**config.mk**
```make
export PLATFORM = sky130hd
export DESIGN_NAME = sprite_blit_color_key_core
export DESIGN_NICKNAME = d
export VERILOG_FILES = /design/src/sv/sbck_pkg.sv /design/src/sv/sbck_scan.sv /design/src/sv/sbck_emit.sv /design/src/sv/sprite_blit_color_key_core.sv
export VERILOG_INCLUDE_DIRS = /design/src /design/src/sv
export SDC_FILE = /design/constraint.sdc
export NUM_CORES = 1
export LEC_CHECK = 0
export BUFFER_PORTS_ARGS = -buffer_cell sky130_fd_sc_hd__buf_2
export CORE_MARGIN = 10
export CORE_UTILIZATION = 61
export DETAILED_ROUTE_END_ITERATION = 10
export GPL_TIMING_DRIVEN = 1
export PLACE_DENSITY = 0.93
export SLEW_MARGIN = 20
export SYNTH_ARGS = -nofsm -noshare
export SYNTH_HDL_FRONTEND = slang
export SYNTH_SLANG_ARGS = --single-unit
```
**constraint.sdc**
```tcl
create_clock -name clk_i -period 4.2 [get_ports clk_i]
set_clock_uncertainty 0.1 [all_clocks]
set_input_delay 0.42 -clock clk_i [delete_from_list [all_inputs] [get_ports clk_i]]
set_output_delay 0.42 -clock clk_i [all_outputs]
set_load 0.02 [all_outputs]
```
**src/sv/sprite_blit_color_key_core_assert.svh**
```systemverilog
// Assertion macros shared by the sprite blitter RTL.
`ifndef SPRITE_BLIT_COLOR_KEY_CORE_ASSERT_SVH
`define SPRITE_BLIT_COLOR_KEY_CORE_ASSERT_SVH

// Same-cycle implication, checked outside reset.
`define SBCK_ASSERT_IMP(lbl, ante, cons, msg) \
  lbl: assert property (@(posedge clk_i) disable iff (!rst_ni) (ante) |-> (cons)) \
    else $error(msg);

// Next-cycle implication, checked outside reset.
`define SBCK_ASSERT_NXT(lbl, ante, cons, msg) \
  lbl: assert property (@(posedge clk_i) disable iff (!rst_ni) (ante) |=> (cons)) \
    else $error(msg);

`endif

```
**src/sv/sbck_pkg.sv**
```systemverilog
// Shared types and constants for the sprite blitter.
`default_nettype none
package sbck_pkg;

  localparam int unsigned LINE_PIXELS_DEF = 320;
  localparam int unsigned CLIP_ROW_DEF    = 479;

  localparam int unsigned COORD_W    = 9;
  localparam int unsigned ROW_W      = COORD_W + 1;
  localparam int unsigned PIX_W      = 8;
  localparam int unsigned ADDR_W     = 18;
  localparam int unsigned CFG_IDX_W  = 3;
  localparam int unsigned CFG_DATA_W = 9;
  localparam int unsigned TDATA_W    = 32;
  localparam int unsigned IN_TDATA_W = 8;

  typedef enum logic [CFG_IDX_W-1:0] {
    CFG_DEST_X     = 3'd0,
    CFG_DEST_Y     = 3'd1,
    CFG_WIDTH      = 3'd2,
    CFG_HEIGHT     = 3'd3,
    CFG_SKIP_ZERO  = 3'd4,
    CFG_KEY_COLOR  = 3'd5,
    CFG_REPL_COLOR = 3'd6,
    CFG_MIRROR     = 3'd7
  } cfg_idx_e;

  typedef struct packed {
    logic [COORD_W-1:0] dest_x;
    logic [COORD_W-1:0] dest_y;
    logic [COORD_W-1:0] sprite_width;
    logic [COORD_W-1:0] sprite_height;
    logic               skip_zero;
    logic [PIX_W-1:0]   key_color;
    logic [PIX_W-1:0]   repl_color;
    logic               mirror;
  } cfg_t;

  typedef struct packed {
    logic               we;
    logic [PIX_W-1:0]   color;
    logic [ROW_W-1:0]   screen_row;
    logic [COORD_W-1:0] col;
    logic               last;
  } scan_item_t;

endpackage
`default_nettype wire

```
**src/sv/sbck_scan.sv**
```systemverilog
// Sprite walk: column/row counters, color key, clipping and input register.
`default_nettype none
`include "sprite_blit_color_key_core_assert.svh"
module sbck_scan #(
  parameter int unsigned CLIP_ROW = sbck_pkg::CLIP_ROW_DEF
) (
  input  wire                         clk_i,
  input  wire                         rst_ni,
  input  sbck_pkg::cfg_t              cfg_i,
  input  wire                         in_valid_i,
  output logic                        in_ready_o,
  input  wire [sbck_pkg::PIX_W-1:0]   pixel_i,
  output logic                        item_valid_o,
  input  wire                         item_ready_i,
  output sbck_pkg::scan_item_t        item_o
);

  logic [sbck_pkg::COORD_W-1:0] col_q, col_d;
  logic [sbck_pkg::COORD_W-1:0] row_q, row_d;
  logic                         valid_q, valid_d;
  sbck_pkg::scan_item_t         item_q, item_d;

  logic [sbck_pkg::COORD_W-1:0] w, h, w_m1, h_m1, col_pos;
  logic [sbck_pkg::ROW_W-1:0]   screen_row;
  logic                         row_end, sprite_end, clip, fire;

  assign w    = (cfg_i.sprite_width  == '0) ? sbck_pkg::COORD_W'(1) : cfg_i.sprite_width;
  assign h    = (cfg_i.sprite_height == '0) ? sbck_pkg::COORD_W'(1) : cfg_i.sprite_height;
  assign w_m1 = w - sbck_pkg::COORD_W'(1);
  assign h_m1 = h - sbck_pkg::COORD_W'(1);

  assign row_end    = (col_q >= w_m1);
  assign sprite_end = row_end && (row_q >= h_m1);

  always_comb begin
    if (!cfg_i.mirror) begin
      col_pos = col_q;
    end else if (col_q >= w) begin
      col_pos = '0;
    end else begin
      col_pos = w_m1 - col_q;
    end
  end

  assign screen_row = {1'b0, cfg_i.dest_y} + {1'b0, row_q};
  assign clip       = (screen_row >= sbck_pkg::ROW_W'(CLIP_ROW));

  assign in_ready_o = !valid_q || item_ready_i;
  assign fire       = in_valid_i && in_ready_o;

  always_comb begin
    item_d.we         = !(cfg_i.skip_zero && (pixel_i == '0)) && !clip;
    item_d.color      = (pixel_i == cfg_i.key_color) ? cfg_i.repl_color : pixel_i;
    item_d.screen_row = screen_row;
    item_d.col        = col_pos;
    item_d.last       = sprite_end;

    valid_d = in_ready_o ? in_valid_i : valid_q;

    col_d = col_q;
    row_d = row_q;
    if (fire) begin
      if (sprite_end) begin
        col_d = '0;
        row_d = '0;
      end else if (row_end) begin
        col_d = '0;
        row_d = row_q + sbck_pkg::COORD_W'(1);
      end else begin
        col_d = col_q + sbck_pkg::COORD_W'(1);
      end
    end
  end

  always_ff @(posedge clk_i or negedge rst_ni) begin
    if (!rst_ni) begin
      col_q   <= '0;
      row_q   <= '0;
      valid_q <= 1'b0;
    end else begin
      col_q   <= col_d;
      row_q   <= row_d;
      valid_q <= valid_d;
    end
  end

  always_ff @(posedge clk_i) begin
    if (fire) begin
      item_q <= item_d;
    end
  end

  assign item_valid_o = valid_q;
  assign item_o       = item_q;

  `SBCK_ASSERT_NXT(a_col_step, fire && !row_end, col_q == $past(col_q) + 9'd1,
    "column counter did not advance")
  `SBCK_ASSERT_NXT(a_row_wrap, fire && row_end, col_q == '0,
    "column counter not cleared at row end")
  `SBCK_ASSERT_NXT(a_last_restart, fire && sprite_end, (row_q == '0) && item_q.last,
    "sprite end did not restart the walk")
  `SBCK_ASSERT_NXT(a_stall_hold, valid_q && !item_ready_i, valid_q && $stable(item_q),
    "stalled item changed")

endmodule
`default_nettype wire

```
**src/sv/sbck_emit.sv**
```systemverilog
// Address generation and result register.
`default_nettype none
`include "sprite_blit_color_key_core_assert.svh"
module sbck_emit #(
  parameter int unsigned LINE_PIXELS = sbck_pkg::LINE_PIXELS_DEF
) (
  input  wire                          clk_i,
  input  wire                          rst_ni,
  input  wire [sbck_pkg::COORD_W-1:0]  dest_x_i,
  input  wire                          item_valid_i,
  output logic                         item_ready_o,
  input  sbck_pkg::scan_item_t         item_i,
  output logic                         out_valid_o,
  input  wire                          out_ready_i,
  output logic                         we_o,
  output logic [sbck_pkg::ADDR_W-1:0]  addr_o,
  output logic [sbck_pkg::PIX_W-1:0]   color_o,
  output logic                         last_o
);

  localparam int unsigned MULT_W = sbck_pkg::ROW_W + $clog2(LINE_PIXELS + 1);
  localparam int unsigned SUM_W  = MULT_W + 1;

  logic [MULT_W-1:0]           prod;
  logic [SUM_W-1:0]            sum;
  logic                        valid_q, valid_d, fire;
  logic                        we_q, last_q;
  logic [sbck_pkg::ADDR_W-1:0] addr_q, addr_d;
  logic [sbck_pkg::PIX_W-1:0]  color_q, color_d;

  assign prod = MULT_W'(item_i.screen_row) * MULT_W'(LINE_PIXELS);
  assign sum  = SUM_W'(prod) + SUM_W'(dest_x_i) + SUM_W'(item_i.col);

  assign item_ready_o = !valid_q || out_ready_i;
  assign fire         = item_valid_i && item_ready_o;

  always_comb begin
    valid_d = item_ready_o ? item_valid_i : valid_q;
    addr_d  = item_i.we ? sum[sbck_pkg::ADDR_W-1:0] : '0;
    color_d = item_i.we ? item_i.color : '0;
  end

  always_ff @(posedge clk_i or negedge rst_ni) begin
    if (!rst_ni) begin
      valid_q <= 1'b0;
    end else begin
      valid_q <= valid_d;
    end
  end

  always_ff @(posedge clk_i) begin
    if (fire) begin
      we_q    <= item_i.we;
      addr_q  <= addr_d;
      color_q <= color_d;
      last_q  <= item_i.last;
    end
  end

  assign out_valid_o = valid_q;
  assign we_o        = we_q;
  assign addr_o      = addr_q;
  assign color_o     = color_q;
  assign last_o      = last_q;

  `SBCK_ASSERT_IMP(a_nowrite_zero, valid_q && !we_q, (addr_q == '0) && (color_q == '0),
    "skipped pixel carries nonzero address or color")

endmodule
`default_nettype wire

```
**src/sv/sprite_blit_color_key_core.sv**
```systemverilog
// Sprite blitter top level: configuration registers and stream ports.
// Returns one framebuffer write beat per sprite pixel, in order, via the input register
// and then the result register behind the row-times-line-length multiply. It takes one
// pixel per clock while the output is not stalled; the column/row counters advance once
// per input transfer. The user must write configuration through the plain write port
// only while the block is idle; the block does not enforce this.
`default_nettype none
module sprite_blit_color_key_core #(
  parameter int unsigned LINE_PIXELS = sbck_pkg::LINE_PIXELS_DEF,
  parameter int unsigned CLIP_ROW    = sbck_pkg::CLIP_ROW_DEF
) (
  input  wire                              clk_i,
  input  wire                              rst_ni,
  input  wire                              cfg_we_i,
  input  wire [sbck_pkg::CFG_IDX_W-1:0]    cfg_addr_i,
  input  wire [sbck_pkg::CFG_DATA_W-1:0]   cfg_data_i,
  input  wire                              s_axis_tvalid,
  output logic                             s_axis_tready,
  input  wire [sbck_pkg::IN_TDATA_W-1:0]   s_axis_tdata,  // [7:0] pixel
  output logic                             m_axis_tvalid,
  input  wire                              m_axis_tready,
  output logic [sbck_pkg::TDATA_W-1:0]     m_axis_tdata,  // [17:0] address, [25:18] color
  output logic                             m_axis_tuser,  // [0] write_enable
  output logic                             m_axis_tlast
);

  sbck_pkg::cfg_t               cfg_q, cfg_d;
  sbck_pkg::scan_item_t         item;
  logic                         item_valid, item_ready;
  logic [sbck_pkg::ADDR_W-1:0]  addr;
  logic [sbck_pkg::PIX_W-1:0]   color;

  always_comb begin
    cfg_d = cfg_q;
    if (cfg_we_i) begin
      case (sbck_pkg::cfg_idx_e'(cfg_addr_i))
        sbck_pkg::CFG_DEST_X:     cfg_d.dest_x        = cfg_data_i;
        sbck_pkg::CFG_DEST_Y:     cfg_d.dest_y        = cfg_data_i;
        sbck_pkg::CFG_WIDTH:      cfg_d.sprite_width  = cfg_data_i;
        sbck_pkg::CFG_HEIGHT:     cfg_d.sprite_height = cfg_data_i;
        sbck_pkg::CFG_SKIP_ZERO:  cfg_d.skip_zero     = cfg_data_i[0];
        sbck_pkg::CFG_KEY_COLOR:  cfg_d.key_color     = cfg_data_i[sbck_pkg::PIX_W-1:0];
        sbck_pkg::CFG_REPL_COLOR: cfg_d.repl_color    = cfg_data_i[sbck_pkg::PIX_W-1:0];
        sbck_pkg::CFG_MIRROR:     cfg_d.mirror        = cfg_data_i[0];
        default: cfg_d = cfg_q;
      endcase
    end
  end

  always_ff @(posedge clk_i or negedge rst_ni) begin
    if (!rst_ni) begin
      cfg_q.dest_x        <= '0;
      cfg_q.dest_y        <= '0;
      cfg_q.sprite_width  <= sbck_pkg::COORD_W'(1);
      cfg_q.sprite_height <= sbck_pkg::COORD_W'(1);
      cfg_q.skip_zero     <= 1'b1;
      cfg_q.key_color     <= '1;
      cfg_q.repl_color    <= '0;
      cfg_q.mirror        <= 1'b0;
    end else begin
      cfg_q <= cfg_d;
    end
  end

  sbck_scan #(
    .CLIP_ROW (CLIP_ROW)
  ) u_scan (
    .clk_i        (clk_i),
    .rst_ni       (rst_ni),
    .cfg_i        (cfg_q),
    .in_valid_i   (s_axis_tvalid),
    .in_ready_o   (s_axis_tready),
    .pixel_i      (s_axis_tdata[sbck_pkg::PIX_W-1:0]),
    .item_valid_o (item_valid),
    .item_ready_i (item_ready),
    .item_o       (item)
  );

  sbck_emit #(
    .LINE_PIXELS (LINE_PIXELS)
  ) u_emit (
    .clk_i        (clk_i),
    .rst_ni       (rst_ni),
    .dest_x_i     (cfg_q.dest_x),
    .item_valid_i (item_valid),
    .item_ready_o (item_ready),
    .item_i       (item),
    .out_valid_o  (m_axis_tvalid),
    .out_ready_i  (m_axis_tready),
    .we_o         (m_axis_tuser),
    .addr_o       (addr),
    .color_o      (color),
    .last_o       (m_axis_tlast)
  );

  assign m_axis_tdata = {
    {(sbck_pkg::TDATA_W - sbck_pkg::ADDR_W - sbck_pkg::PIX_W){1'b0}}, color, addr
  };

endmodule
`default_nettype wire
```
==> flow_summary.toml <==
[worst_setup_path]
crit_arrival_ps = 4350
cp_cell_sequence = "or4_1 -> nor3_1 -> a21oi_1 -> ha_1 -> nand2b_1 -> nor2_1 -> xnor2_1 -> ha_1 -> a21o_1 -> a21o_1 -> a211o_1 -> a31oi_1 -> nor3_4 -> o21ai_0 -> a22o_1"
worstReg2RegStart = "cfg_q[21]"
start_kind = "flip-flop"
reg2regPathDepth = 15
cp_slowest_cell = "or4_1"
r2r_end = "u_scan.row_q[3]"
critPathMaxStageDelay_ps = 590
cp_data_required_time_ps = 4470
crit_path_max_fanout = 9
critPathKind = "reg2reg"
worstSetupEndpointType = "flip-flop"
reg2reg_slack_ps = 120

[grt]
grt_remaining_overflow = 0
grt_pass1_vias = 5963
track_usage_pct = 21.20
grt_pass1_wl_um = 30260
antenna_found_initial = 0
grt_max_degree = 45

[logic_synthesis]
netlist_area_sq_um = 7770
ys.warnings.count = 0
synthFlopType = "dfrtp_1"
syn_inst = 685
avgSynthCellArea_sq_um = 11.34
synth_cell_types = 60
ys_seq_elements = 131
async_reset_ff_share_pct = 56.49
synth_edf_count = 57
seq_area_frac_synth_pct = 46.04

[floorplan]
dieHeight_um = 132.9
die_w_um = 132.9
io_pins = 61
initial_utilization_pct = 61.82
fp-row-count = 41
fp.dieArea_sq_um = 17650
fp.coreArea_sq_um = 12570

[worst_hold_path]
holdPathEnd = "u_scan.item_valid_o"
hp-start = "s_axis_tvalid"
min_path_cells = 2
hold_path_class = "in2reg"

[run_status]
status = "finished clean"

[routing]
drc = 0
ant_nets = 0
vias = 5734
dr.pass1.iters = 7
drt_iter0_drc = 746
wl_per_cell_um = 19.52
postRouteWirelength_um = 18370
vias_per_cell = 6.094

[timing]
fmax_ghz = 0.2452
setup_ws_ps = 121.1
post-route-period-util_pct = 97.12
fin_setup_tns_ps = 0
slew_headroom_pct = 42.42
whs_ps = 89.64
hold_viol = 0
period_needed_ps = 4079
worst_slew_pin_slew_ps = 859.1
setup_viol = 0
slew_violations = 0

[clocking]
clk_latency_ps = 430
htree_levels = 4
cts_made_buffers = 17
clkTransAtPathRegs_ps = 60
cts_tree = "done"
cts-root-buf = "clkbuf_16"
clkSinkCount = 131
post_cts_buffers = 0
clock_path_buffers = 2

[power]
power_density_nw_per_um2 = 740.5
peakVddDrop_uv = 336.8
p_leak_uw = 0.003872

[placement]
dpl.hpwl_um = 12870
dp.cells = 908
io_buffers = 54
gp_congestion = 0.9337
pre_cts_ws_ps = 31.79

[final_layout]
drive_gt1_share_pct = 22.63
layout_common_cells = "72 x ha_1, 63 x dfrtp_1, 57 x edfxtp_1, 56 x mux2_2, 54 x buf_2"
postLayoutCoreUtil_pct = 70.70
final_cells = 941
layout.nets = 860
antenna_cells = 0
final_common_cell = "ha_1"
area_growth_pct = 14.36

[run]
cap_violations = 0
worst max path at each step:
stage / cells past startpoint / slack, ps / to / start
6_report: 15 / 120 / u_scan.row_q[3] / cfg_q[21]
5_1_grt: 15 / -30 / u_scan.row_q[8] / cfg_q[21]
4_1_cts: 15 / 6 / u_scan.row_q[0] / cfg_q[21]
3_5_place_dp: 15 / 30 / u_scan.row_q[0] / cfg_q[21]
3_3_place_gp: 15 / 310 / u_scan.row_q[0] / cfg_q[21]
2_1_floorplan: 16 / 600 / u_scan.row_q[7] / cfg_q[21]
registers in the layout, indices dropped and copies added, names as in the netlist:
signal	count
u_emit.out_valid_o	1
u_emit.last_o	1
cfg_q	54
u_emit.we_o	1
u_emit.color_o	8
u_emit.addr_o	18
u_scan.item_valid_o	1
u_scan.col_q	9
u_scan.item_o	29
u_scan.row_q	9
timing repair:
action                                  4_1_cts  5_1_grt
hold buffers                                  1        0
resized for setup                             0        3
endpoints found under the setup margin        0        9
hold endpoints to repair                     22        0
through the flow:
| step | cell area (sq um) | power (uW) |
|---|---|---|
| final | 8886 | 6580 |
| after global routing | 8886 | 6996 |
| after CTS | 8866 | 6528 |
| after detailed placement | 8247 | 4910 |
| after global placement | 8247 | 4703 |
| after floorplan | 7789 | 4201 |
cell usage after synthesis, types with 3 or more instances:
cell / number / share of area, %
a211oi_1: 3 / 0.29
a21o_1: 18 / 1.7
a21oi_1: 22 / 1.4
a221o_1: 3 / 0.39
a22o_1: 8 / 0.90
a31oi_1: 3 / 0.24
and2_1: 19 / 1.5
and3_1: 6 / 0.48
buf_4: 6 / 0.58
clkbuf_1: 8 / 0.39
dfrtp_1: 63 / 20
dfstp_2: 11 / 3.7
edfxtp_1: 57 / 22
fa_1: 7 / 1.8
ha_1: 72 / 12
inv_1: 37 / 1.8
mux2_2: 56 / 8.1
nand2_1: 35 / 1.7
nand2b_1: 12 / 0.97
nand3_1: 9 / 0.58
nand3b_1: 4 / 0.39
nand4_1: 6 / 0.48
nand4b_1: 4 / 0.45
nor2_1: 44 / 2.1
nor2b_1: 9 / 0.72
nor3_1: 20 / 1.3
nor3_2: 3 / 0.39
nor3b_1: 3 / 0.29
nor4_1: 4 / 0.32
o21a_1: 4 / 0.39
o21ai_0: 29 / 1.9
o21bai_1: 3 / 0.29
o22ai_1: 8 / 0.64
o31ai_1: 4 / 0.39
or3_1: 6 / 0.48
xnor2_1: 37 / 4.2
xor2_1: 14 / 1.6
layout make-up:
type / count / area (sq um)
inverter: 38 / 142.6
multi-input combinational: 506 / 4009
timing repair buffer: 62 / 332.8
fill: 819 / 3682
clock inverter: 14 / 180.2
clock buffer: 18 / 429.2
tap: 172 / 215.2
sequential: 131 / 3577
critical path: cells and delay by family (launching register included):
kind	cells	cell delay, ps
xor gates and xnor gates	1	170
and+or+nand+nor	5	1210
AOI/OAI and AO/OA	7	1560
adders and majority gates	2	520
DFF	1	440
cells by family (layout without fill, tap and decap cells):
kind of cell	count (synthesis)	after routing	share of synthesized area, %
AND/OR/NAND/NOR	192	192	12.98
flip-flops	131	131	46.04
AO/OA/AOI/OAI	120	120	10.24
adder cells (fa/ha/maj)	79	79	13.40
multiplexers	56	56	8.116
XOR/XNOR	53	53	6.313
buffers and inverters	53	132	2.866
other	1	6	0.04826
per-layer routing:
layer,GRT usage (%),vias to the layer above,routed length [um]
met3,5.678,49,1301
met2,36.52,252,9216
met1,24.27,2812,7289
li1,-,2621,-
met5,0,-,0
met4,8.924,0,561
power breakdown:
group | total, uW | leakage (uW) | internal, uW | switching (uW)
Combinational | 3020 | 0.00215 | 1280 | 1740
Sequential | 2020 | 0.00144 | 1800 | 227
Clock | 1530 | 0.000279 | 938 | 596
Total | 6580 | 0.00387 | 4020 | 2560
Note: power is estimated with default switching activity, not from simulation.
